File: src/design/iol_pkg.sv
// ---------------------------------------------------------------------------
// Indexed ordered list package
// Request and status codes, sequencer states and the cell command struct.
// ---------------------------------------------------------------------------
package iol_pkg;

  typedef enum logic [1:0] {
    OP_INSERT = 2'd0,
    OP_REMOVE = 2'd1,
    OP_SEARCH = 2'd2,
    OP_READ   = 2'd3
  } op_e_t;

  typedef enum logic [1:0] {
    ST_OK       = 2'd0,
    ST_RANGE    = 2'd1,
    ST_FULL     = 2'd2,
    ST_NOTFOUND = 2'd3
  } status_e_t;

  typedef enum logic [2:0] {
    S_IDLE  = 3'b001,
    S_LOOK  = 3'b010,
    S_APPLY = 3'b100
  } state_e_t;

  // Broadcast to every cell in the update cycle.
  typedef struct packed {
    logic ins;  // open a slot at the position and write the new item
    logic rem;  // close the slot at the position
  } cell_cmd_t;

endpackage

File: src/design/iol_if.sv
// ---------------------------------------------------------------------------
// Indexed ordered list channel interfaces
// Valid/ready request and response channels with their payloads.
// ---------------------------------------------------------------------------
interface iol_req_if #(
  parameter int PW = 5,
  parameter int IW = 32
);
  logic          valid;
  logic          ready;
  logic [1:0]    op;
  logic [PW-1:0] position;
  logic [IW-1:0] item_in;

  modport source (output valid, output op, output position, output item_in, input ready);
  modport sink   (input valid, input op, input position, input item_in, output ready);
endinterface

interface iol_rsp_if #(
  parameter int FW = 4,
  parameter int CW = 5,
  parameter int IW = 32
);
  logic          valid;
  logic          ready;
  logic [1:0]    status;
  logic [FW-1:0] found_position;
  logic [IW-1:0] item_out;
  logic [CW-1:0] count;
  logic          is_empty;

  modport source (output valid, output status, output found_position, output item_out,
                  output count, output is_empty, input ready);
  modport sink   (input valid, input status, input found_position, input item_out,
                  input count, input is_empty, output ready);
endinterface

File: src/design/indexed_ordered_list.sv
// ---------------------------------------------------------------------------
// Indexed ordered list
// Ordered store of up to DEPTH items with insert, remove, search and read.
// ---------------------------------------------------------------------------
// Each request passes through the transfer edge, a lookup cycle in which
// every cell compares its entry against the key and offers its entry if it
// sits at the requested position (both registered), and an update cycle in
// which the cells shift together, the count moves and the result is loaded
// into the output register. The next request is accepted in the cycle after
// the update, so the lookup/update sequencer takes one request at a time.
// The result register lets a new request enter while the previous result
// still waits; the update cycle holds only if that result has not been taken
// yet. Entries are not cleared at reset; only positions below the count are
// ever read or matched.
// ---------------------------------------------------------------------------
module indexed_ordered_list
  import iol_pkg::*;
#(
  parameter int DEPTH      = 16,
  parameter int ITEM_WIDTH = 32
) (
  input  logic      clk,
  input  logic      rst_n,
  iol_req_if.sink   in_req,
  iol_rsp_if.source out_rsp
);

  localparam int PW = $clog2(DEPTH + 1);  // position and count width
  localparam int FW = $clog2(DEPTH);      // found position width
  localparam int IW = ITEM_WIDTH;
  localparam logic [PW-1:0] FULL_COUNT = PW'(DEPTH);

  // Sequencer and captured request
  state_e_t      state_r, state_nxt;
  op_e_t         op_r;
  logic [PW-1:0] pos_r;
  logic [IW-1:0] item_r;
  logic [PW-1:0] count_r, count_nxt;

  // Lookup results
  logic [DEPTH-1:0] match_r;
  logic [IW-1:0]    sel_item_r;

  // Output register
  logic          out_valid_r;
  status_e_t     out_status_r, status_nxt;
  logic [FW-1:0] out_found_r, found_nxt;
  logic [IW-1:0] out_item_r, item_out_nxt;
  logic [PW-1:0] out_count_r;

  // Cell chain
  cell_cmd_t        cmd;
  logic [IW-1:0]    cell_data [DEPTH];
  logic [IW-1:0]    cell_sel  [DEPTH];
  logic [DEPTH-1:0] cell_match;
  logic [IW-1:0]    sel_item;

  logic          first_found;
  logic [FW-1:0] first_index;

  logic in_xfer;
  logic advance;

  assign in_req.ready = (state_r == S_IDLE);
  assign in_xfer      = in_req.valid && in_req.ready;
  // Update only when the output register is free or being emptied.
  assign advance      = (state_r == S_APPLY) && (!out_valid_r || out_rsp.ready);

  // -------------------------------------------------------------------------
  // Cells: each one sees its left and right neighbor. The first cell takes
  // zero from the left (never used, insert at 0 writes the new item there);
  // the last cell keeps its own entry on a remove.
  // -------------------------------------------------------------------------
  for (genvar g = 0; g < DEPTH; g++) begin : g_cell
    logic [IW-1:0] left_w;
    logic [IW-1:0] right_w;

    if (g == 0) begin : g_first
      assign left_w = '0;
    end else begin : g_mid_l
      assign left_w = cell_data[g-1];
    end

    if (g == DEPTH - 1) begin : g_last
      assign right_w = cell_data[g];
    end else begin : g_mid_r
      assign right_w = cell_data[g+1];
    end

    iol_cell #(
      .INDEX (g),
      .PW    (PW),
      .IW    (IW)
    ) u_cell (
      .clk        (clk),
      .cmd        (cmd),
      .pos        (pos_r),
      .count      (count_r),
      .item       (item_r),
      .left_data  (left_w),
      .right_data (right_w),
      .data       (cell_data[g]),
      .match      (cell_match[g]),
      .sel_data   (cell_sel[g])
    );
  end

  // Only one cell offers a nonzero entry, so an OR tree selects it.
  always_comb begin
    sel_item = '0;
    for (int i = 0; i < DEPTH; i++) begin
      sel_item = sel_item | cell_sel[i];
    end
  end

  iol_first_match #(
    .DEPTH (DEPTH),
    .FW    (FW)
  ) u_first (
    .match (match_r),
    .found (first_found),
    .index (first_index)
  );

  // -------------------------------------------------------------------------
  // Result and cell command for the update cycle
  // -------------------------------------------------------------------------
  always_comb begin
    status_nxt   = ST_OK;
    found_nxt    = '0;
    item_out_nxt = '0;
    count_nxt    = count_r;
    cmd          = '0;

    unique case (op_r)
      OP_INSERT: begin
        if (pos_r > count_r) begin
          status_nxt = ST_RANGE;
        end else if (count_r == FULL_COUNT) begin
          status_nxt = ST_FULL;
        end else begin
          cmd.ins   = advance;
          count_nxt = count_r + PW'(1);
        end
      end
      OP_REMOVE: begin
        if (pos_r >= count_r) begin
          status_nxt = ST_RANGE;
        end else begin
          item_out_nxt = sel_item_r;
          cmd.rem      = advance;
          count_nxt    = count_r - PW'(1);
        end
      end
      OP_SEARCH: begin
        if (first_found) begin
          found_nxt = first_index;
        end else begin
          status_nxt = ST_NOTFOUND;
        end
      end
      OP_READ: begin
        if (pos_r >= count_r) begin
          status_nxt = ST_RANGE;
        end else begin
          item_out_nxt = sel_item_r;
        end
      end
      default: begin
        status_nxt = ST_RANGE;
      end
    endcase
  end

  // -------------------------------------------------------------------------
  // Sequencer: idle -> lookup -> update, hold in update while the result
  // register is still occupied.
  // -------------------------------------------------------------------------
  always_comb begin
    state_nxt = state_r;
    unique case (state_r)
      S_IDLE: begin
        if (in_xfer) begin
          state_nxt = S_LOOK;
        end
      end
      S_LOOK: begin
        state_nxt = S_APPLY;
      end
      S_APPLY: begin
        if (advance) begin
          state_nxt = S_IDLE;
        end
      end
      default: begin
        state_nxt = S_IDLE;
      end
    endcase
  end

  always_ff @(posedge clk) begin
    if (!rst_n) begin
      state_r     <= S_IDLE;
      count_r     <= '0;
      out_valid_r <= 1'b0;
    end else begin
      state_r <= state_nxt;
      if (advance) begin
        count_r     <= count_nxt;
        out_valid_r <= 1'b1;
      end else if (out_rsp.ready) begin
        // Drop the result once it has been transferred.
        out_valid_r <= 1'b0;
      end
    end
  end

  // Payload registers: no reset needed.
  always_ff @(posedge clk) begin
    if (in_xfer) begin
      op_r   <= op_e_t'(in_req.op);
      pos_r  <= in_req.position;
      item_r <= in_req.item_in;
    end
    if (state_r == S_LOOK) begin
      match_r    <= cell_match;
      sel_item_r <= sel_item;
    end
    if (advance) begin
      out_status_r <= status_nxt;
      out_found_r  <= found_nxt;
      out_item_r   <= item_out_nxt;
      out_count_r  <= count_nxt;
    end
  end

  assign out_rsp.valid          = out_valid_r;
  assign out_rsp.status         = out_status_r;
  assign out_rsp.found_position = out_found_r;
  assign out_rsp.item_out       = out_item_r;
  assign out_rsp.count          = out_count_r;
  assign out_rsp.is_empty       = (out_count_r == '0);

endmodule

File: src/design/iol_cell.sv
// ---------------------------------------------------------------------------
// Indexed ordered list cell
// Holds one entry, shifts with its neighbors, compares and selects locally.
// ---------------------------------------------------------------------------
module iol_cell
  import iol_pkg::*;
#(
  parameter int INDEX = 0,
  parameter int PW    = 5,
  parameter int IW    = 32
) (
  input  logic          clk,
  input  cell_cmd_t     cmd,
  input  logic [PW-1:0] pos,
  input  logic [PW-1:0] count,
  input  logic [IW-1:0] item,
  input  logic [IW-1:0] left_data,
  input  logic [IW-1:0] right_data,
  output logic [IW-1:0] data,
  output logic          match,
  output logic [IW-1:0] sel_data
);

  localparam logic [PW-1:0] IDX = PW'(INDEX);

  logic [IW-1:0] data_r;
  logic [IW-1:0] data_nxt;

  always_comb begin
    data_nxt = data_r;
    if (cmd.ins) begin
      if (IDX == pos) begin
        data_nxt = item;
      end else if (IDX > pos) begin
        data_nxt = left_data;
      end
    end else if (cmd.rem) begin
      if (IDX >= pos) begin
        data_nxt = right_data;
      end
    end
  end

  always_ff @(posedge clk) begin
    data_r <= data_nxt;
  end

  assign data     = data_r;
  assign match    = (IDX < count) && (data_r == item);
  assign sel_data = (IDX == pos) ? data_r : '0;

endmodule

File: src/design/iol_first_match.sv
// ---------------------------------------------------------------------------
// Indexed ordered list first-match encoder
// Isolates the lowest set match bit and encodes its position.
// ---------------------------------------------------------------------------
module iol_first_match
  import iol_pkg::*;
#(
  parameter int DEPTH = 16,
  parameter int FW    = 4
) (
  input  logic [DEPTH-1:0] match,
  output logic             found,
  output logic [FW-1:0]    index
);

  logic [DEPTH-1:0] lowest;

  // Two's complement trick keeps only the lowest set bit.
  assign lowest = match & (~match + DEPTH'(1));
  assign found  = |match;

  always_comb begin
    index = '0;
    for (int i = 0; i < DEPTH; i++) begin
      index = index | (lowest[i] ? FW'(i) : FW'(0));
    end
  end

endmodule

File: src/flat_wrapper.sv
// flat-port wrapper written by rule: the top's interface ports become plain ports
module indexed_ordered_list_flat import iol_pkg::*;
#(
  parameter int DEPTH      = 16,
  parameter int ITEM_WIDTH = 32
)
  (clk, rst_n, in_req_valid, in_req_op, in_req_position, in_req_item_in, in_req_ready, out_rsp_valid, out_rsp_status, out_rsp_found_position, out_rsp_item_out, out_rsp_count, out_rsp_is_empty, out_rsp_ready);
  iol_req_if in_req_i ();
  iol_rsp_if out_rsp_i ();
  input  logic clk;
  input  logic rst_n;
  input wire logic [$bits(in_req_i.valid)-1:0] in_req_valid;
  input wire logic [$bits(in_req_i.op)-1:0] in_req_op;
  input wire logic [$bits(in_req_i.position)-1:0] in_req_position;
  input wire logic [$bits(in_req_i.item_in)-1:0] in_req_item_in;
  output wire logic [$bits(in_req_i.ready)-1:0] in_req_ready;
  output wire logic [$bits(out_rsp_i.valid)-1:0] out_rsp_valid;
  output wire logic [$bits(out_rsp_i.status)-1:0] out_rsp_status;
  output wire logic [$bits(out_rsp_i.found_position)-1:0] out_rsp_found_position;
  output wire logic [$bits(out_rsp_i.item_out)-1:0] out_rsp_item_out;
  output wire logic [$bits(out_rsp_i.count)-1:0] out_rsp_count;
  output wire logic [$bits(out_rsp_i.is_empty)-1:0] out_rsp_is_empty;
  input wire logic [$bits(out_rsp_i.ready)-1:0] out_rsp_ready;
  assign in_req_i.valid = in_req_valid;
  assign in_req_i.op = in_req_op;
  assign in_req_i.position = in_req_position;
  assign in_req_i.item_in = in_req_item_in;
  assign in_req_ready = in_req_i.ready;
  assign out_rsp_valid = out_rsp_i.valid;
  assign out_rsp_status = out_rsp_i.status;
  assign out_rsp_found_position = out_rsp_i.found_position;
  assign out_rsp_item_out = out_rsp_i.item_out;
  assign out_rsp_count = out_rsp_i.count;
  assign out_rsp_is_empty = out_rsp_i.is_empty;
  assign out_rsp_i.ready = out_rsp_ready;
  indexed_ordered_list #(.DEPTH(DEPTH), .ITEM_WIDTH(ITEM_WIDTH)) u_core (.clk(clk), .rst_n(rst_n), .in_req(in_req_i), .out_rsp(out_rsp_i));
endmodule
File: config.mk
export PLATFORM = sky130hd
export DESIGN_NAME = indexed_ordered_list_flat
export DESIGN_NICKNAME = d
export VERILOG_FILES = /design/src/design/iol_pkg.sv /design/src/design/iol_if.sv /design/src/design/indexed_ordered_list.sv /design/src/design/iol_cell.sv /design/src/design/iol_first_match.sv /design/src/flat_wrapper.sv
export SDC_FILE = /design/constraint.sdc
export NUM_CORES = 2
export LEC_CHECK = 0
export BUFFER_PORTS_ARGS = -buffer_cell sky130_fd_sc_hd__buf_2
export CORE_ASPECT_RATIO = 0.9
export CORE_MARGIN = 5
export CORE_UTILIZATION = 50
export DETAILED_ROUTE_END_ITERATION = 10
export PLACE_DENSITY = 0.77
export SLEW_MARGIN = 20
export SYNTH_ARGS = -nofsm -noshare
export SYNTH_HDL_FRONTEND = slang
export SYNTH_HIERARCHICAL = 1
export SYNTH_SLANG_ARGS = --single-unit
File: constraint.sdc
create_clock -name clk -period 12.28 [get_ports clk]
set_clock_uncertainty 0.1 [all_clocks]
set_input_delay 1.228 -clock clk [delete_from_list [all_inputs] [get_ports clk]]
set_output_delay 1.228 -clock clk [all_outputs]
set_load 0.02 [all_outputs]
# --- After elaboration in Yosys (flattened, before gate mapping) ---
# Index checks and enable logic that the tools add are counted.
# W data, S select, Z words.
totals:
  wordCells: 356
  input_bits: 43
  ff_bits: 651
  out_inout_bits: 46
classes:
  n_addsub: 3
  n_mux: 127
  n_eq_ne: 55
  n_bitwise: 32
  n_reduce_logical: 62
  order_cmp: 49
op_table:
  columns: ["op", "count"]
  rows:
  - ["$mux W32", 93]
  - ["$eq A32 B32 Y1", 16]
  - ["$or A32 B32 Y32", 15]
  - ["$ne A3 B3 Y1 const B", 15]
  - ["$reduce_and A3 Y1", 15]
  - ["$eq A4 B5 Y1 const A", 8]
  - ["$gt A4 B5 Y1 const A", 8]
  - ["$lt A4 B5 Y1 const A", 8]
  - ["$reduce_bool A2 Y1", 18]
  - ["$ge A4 B5 Y1 const A", 7]
  - ["$mux W4", 8]
  - ["$or A4 B4 Y4", 7]
  - ["$eq A3 B5 Y1 const A", 4]
  - ["$ge A3 B5 Y1 const A", 4]
  - ["$gt A3 B5 Y1 const A", 4]
  - ["$lt A3 B5 Y1 const A", 4]
  - ["$logic_and A1 B1 Y1", 18]
  - ["$mux W3", 6]
  - ["$add A16 B1 Y16 const B", 1]
  - ["$and A16 B16 Y16", 1]
  - ["$not A16 Y16", 1]
  - ["$reduce_or A16 Y1", 1]
  - ["$mux W5", 3]
  - ["$eq A2 B5 Y1 const A", 2]
  - ["other kinds (36)", 61]

# --- Longest topological paths before layout ---
logic_depth:
  word_depth: 18
  ltp_mapped: 11

# --- Modules after synthesis ---
# The synthesis kept the hierarchy.
modules_own_cells:
  columns: ["mod", "instances", "area_per_inst_um2", "cells_per_inst"]
  rows:
  - ["indexed_ordered_list", 1, 6105.9, 464]
  - ["iol_cell (u_core.g_cell[10].u_cell)", 1, 2288.4, 223]
  - ["iol_cell (u_core.g_cell[3].u_cell)", 1, 2283.4, 221]
  - ["iol_cell (u_core.g_cell[12].u_cell)", 1, 2263.4, 225]
  - ["iol_cell (u_core.g_cell[2].u_cell)", 1, 2262.2, 222]
  - ["iol_cell (u_core.g_cell[9].u_cell)", 1, 2262.2, 224]
  - ["iol_cell (u_core.g_cell[14].u_cell)", 1, 2258.4, 222]
  - ["iol_cell (u_core.g_cell[6].u_cell)", 1, 2258.4, 223]
  - ["iol_cell (u_core.g_cell[5].u_cell)", 1, 2255.9, 222]
  - ["iol_cell (u_core.g_cell[11].u_cell)", 1, 2252.2, 221]
  - ["iol_cell (u_core.g_cell[0].u_cell)", 1, 2243.4, 222]
  - ["iol_cell (u_core.g_cell[8].u_cell)", 1, 2239.6, 222]
  - ["iol_cell (u_core.g_cell[1].u_cell)", 1, 2232.1, 260]
  - ["iol_cell (u_core.g_cell[13].u_cell)", 1, 2218.4, 258]
  - ["+4 rows", null, null, null]

# --- Least setup slack after synthesis ---
# OpenSTA, ideal clock, no wires.
synth_path:
  path_type: "register to register"
  startpoint: "register u_core.pos_r[4]"
  endpoint: "register u_core.g_cell[5].u_cell.data_r[0], enable pin"
  period_less_slack_ns: 10.044
  required_time_ns: 11.586
  slack_ns: 2.236
  path_stages_with_launch: 8
  setup_time_ns: 0.594
  t_arrival_ns: 9.350
  path_cell_list: "edfxtp_1 -> ha_1 -> a21oi_1 -> o221ai_2 -> and2_4 -> nor4_1 -> nor2_1 -> a2111oi_0"
synth_rtl:
  columns: ["element", "line_no", "rtl"]
  rows:
  - ["start: declaration", "indexed_ordered_list.sv:36", "logic [PW-1:0] pos_r;"]
  - ["start signal: assignment", "indexed_ordered_list.sv:222", "pos_r <= in_req.position;"]
  - ["end signal: assignment", "iol_cell.sv:45", "data_r <= data_nxt;"]
  - ["end: declaration", "iol_cell.sv:26", "logic [IW-1:0] data_r;"]

==> results.md <==
- RSZ-0062 raised after global routing: no
- Fin. Hold Viols: 0
- Outcome: finished clean
- H-Tree Level Count: 3
- Delay-heaviest family, CP: buffers and inverters
- Iter 0 DRT Violations: 6229
- Root buf cell: clkbuf_16
- Cells on Worst Hold Path: 2
- Final worst-path cycle share: 0.454
- Synth Flop Type: edfxtp_1
- WP buf/inv: 4
- WHS: 441 ps
- Ys async rst share: 0
- Detailed-route via count: 34700
- Worst-Skew Late Latency: 660 ps
- Initial Utilization: 0.502
- Kind of critical path: flip-flop to flip-flop
- Row cnt: 101
- Final net count: 4288
- Initial antenna violation count: 6
- Cell Pwr Density: 111 mW/mm^2
- Post-layout min period: 5580 ps
- Vias in the first global route: 31000
- DP HPWL: 100 mm
- Die X: 317 um
- Worst path cell trace: inv_1, ha_1, nand4_2, or2_4, and2_4, nor4_2, buf_4, buf_4, buf_4, a31oi_1
- Grt ovf: 0
- DR WL/cell: 26.7 um
- Slowest cell on crit path: buf_4
- Max Clk Rate: 179 MHz
- Worst reg2reg path depth: 10
- Crit path required time: 12510 ps
- Largest net degree at the start of global routing: 215
- Critical Path AT: 5800 ps
- Area Overhead vs Synth: 8.17%
- Synth unique cells: 80
- Initial DRT Pass Iterations: 8
- First-pass GRT wire length: 210 mm
- Hold buffer count at cts: 0
- WL final: 145 mm
- Post-CTS sizing: 0
- Maximum clock path buffer count: 3
- Netlist Area Pre-Place: 0.0423 mm^2
- Cells after Synth: 4201
- CTS tree: done
- Slew Limit Fails: 0
- R2R Setup Slk: 6700 ps
- Worst Hold End: u_core/out_rsp.valid$_SDFFE_PN0P_
- YS warnings: 6
- Layout cells sized above 1: 0.0803
- Num Clock Sinks: 651
- CP max FO: 109
- Hold_sp: u_core/out_rsp.valid$_SDFFE_PN0P_
- Peak supply drop: 95.8 uV
- Clock slew seen by the registers of the worst setup and hold paths: 60 ps
- Worst Hold Class: flip-flop to flip-flop
- Core area: 0.0842 mm^2
- Die Area: 0.0905 mm^2
- PortBufs: 88
- Final setup vio count: 0
- Crit end category: flip-flop
- Post-CTS Setup Bufs: 0
- Post-synth EDFFs: 642
- Final core occ: 0.543
- Total track usage: 0.307
- Setup crit start kind: flip-flop
- Max Cap Violations: 0
- Die Ht: 286 um
- FF+latch count, synth: 651
- GP Congestion: 1.05
- Worst Max-Slew Pin Slew: 1330 ps
- I/O Pins: 89
- Reg2reg start: u_core/count_r[1]$_SDFFE_PN0P_
- Routed Antenna Nets: 0
- Max incr delay on CP: 940 ps
- Drt drc: 0
- Mean post-synth cell area: 10.1 um^2
- FF-to-FF End: u_core/g_cell[1].u_cell/data[14]$_DFFE_PP_
- Max_slew headroom: 0.108
- Sequential area share after synthesis: 0.460
- Leak: 0.0150 uW
- Num CTS Buffers: 72
- Vias per inst: 6.41
- CP most frequent cell: buf_4
- Setup_tns: 0 ps
## report_power, final
part / internal [uW] / switching [uW]
registers: 2430 / 5.71
logic: 142 / 366
clock network: 1170 / 946
total: 3740 / 1320
## sequential cells by signal, indices dropped and copies added (netlist names)
register	cells
u_core/count_r	5
u_core/g_cell.u_cell/data	512
u_core/item_r	32
u_core/match_r	16
u_core/op_r	2
u_core/out_rsp.count	5
u_core/out_rsp.found_position	4
u_core/out_rsp.item_out	32
u_core/out_rsp.status	2
u_core/out_rsp.valid	1
u_core/pos_r	5
u_core/sel_item_r	32
u_core/state_r	3
## worst max path at each step
stage / start / endpoint / slack (ps) / depth (start not counted)
floorplan: u_core/pos_r[4]$_DFFE_PP_ / u_core/g_cell[5].u_cell/data[0]$_DFFE_PP_ / 2240 / 7
global placement: u_core/count_r[1]$_SDFFE_PN0P_ / u_core/g_cell[4].u_cell/data[26]$_DFFE_PP_ / 6980 / 9
detailed placement: u_core/count_r[1]$_SDFFE_PN0P_ / u_core/g_cell[4].u_cell/data[25]$_DFFE_PP_ / 6850 / 9
CTS: u_core/count_r[1]$_SDFFE_PN0P_ / u_core/g_cell[4].u_cell/data[0]$_DFFE_PP_ / 6810 / 9
global route: u_core/count_r[1]$_SDFFE_PN0P_ / u_core/g_cell[1].u_cell/data[14]$_DFFE_PP_ / 6400 / 10
finish: u_core/count_r[1]$_SDFFE_PN0P_ / u_core/g_cell[1].u_cell/data[14]$_DFFE_PP_ / 6700 / 10
## through the flow
stage	total power [uW]	cell area, um^2	cells	setup slack (ps)
floorplan	2770	42400	4232	2240
global placement	2950	43500	5297	6980
detailed placement	2960	43500	5297	6850
CTS	5050	45700	5418	6810
global route	5180	45700	5418	6400
finish	5060	45700	5420	6700
## kinds of logic (layout without fill, tap and decap cells)
logic type,count (synthesis),after routing,share of synthesized area
buffers and inverters,261,314,0.0400
muxes,384,384,0.0909
adders and majority gates,7,7,0.00207
other,1,34,0.0000887
DFF,651,651,0.460
and+or+nand+nor,1796,1796,0.222
AOI/OAI and AO/OA,587,587,0.0776
xor gates and xnor gates,514,514,0.106
## cells in the mapped netlist, types with 13 or more instances
cell | n | area (um^2)
nand2_1 | 275 | 1030
clkbuf_1 | 151 | 567
nor3_1 | 19 | 95.1
nor2_1 | 548 | 2060
buf_6 | 21 | 236
xor2_1 | 417 | 3650
nand3_1 | 22 | 110
a21oi_1 | 396 | 1980
and2_1 | 486 | 3040
xnor2_1 | 97 | 850
buf_12 | 26 | 521
a31oi_1 | 132 | 826
mux2i_1 | 384 | 3840
buf_1 | 17 | 63.8
inv_1 | 13 | 48.8
edfxtp_1 | 642 | 19300
o21ai_0 | 14 | 70.1
nor4_1 | 237 | 1480
and3_1 | 67 | 419
nand4_1 | 77 | 482
## metal layers
| layer | part of all wire | GRT usage | vias up |
|---|---|---|---|
| met5 | 0.00014 | 0 | - |
| li1 | - | - | 15200 |
| met2 | 0.42 | 0.432 | 2427 |
| met3 | 0.16 | 0.120 | 297 |
| met4 | 0.039 | 0.0977 | 2 |
| met1 | 0.39 | 0.436 | 16900 |
## cells in the final DEF (no fill, tap or decap), drive strengths merged, types with 32 or more instances in the layout
| master | count |
|---|---|
| a21oi | 396 |
| a31oi | 132 |
| and2 | 488 |
| and3 | 71 |
| buf | 180 |
| clkbuf | 91 |
| conb | 32 |
| edfxtp | 642 |
| mux2i | 384 |
| nand2 | 276 |
| nand4 | 78 |
| nor2 | 551 |
| nor4 | 250 |
| xnor2 | 97 |
| xor2 | 417 |
## final cells by class
| cell class | instances | area [um^2] |
|---|---|---|
| Timing Repair Buffer | 180 | 1160 |
| Antenna cell | 2 | 5.00 |
| Inverter | 13 | 50.0 |
| Fill cell | 7362 | 38400 |
| Multi-Input combinational cell | 3320 | 21400 |
| Sequential cell | 651 | 19500 |
| Clock inverter | 30 | 287 |
| Tap cell | 1133 | 1420 |
| Clock buffer | 91 | 1900 |
## worst reg2reg max path, delay by kind of cell (launching register included)
family                     cells  cell delay, ps
and+or+nand+nor                4             920
adders and majority gates      1             360
DFF                            1             710
buffers and inverters          4            2920
AOI/OAI and AO/OA              1             250
Note: power is estimated with default switching activity, not from simulation.
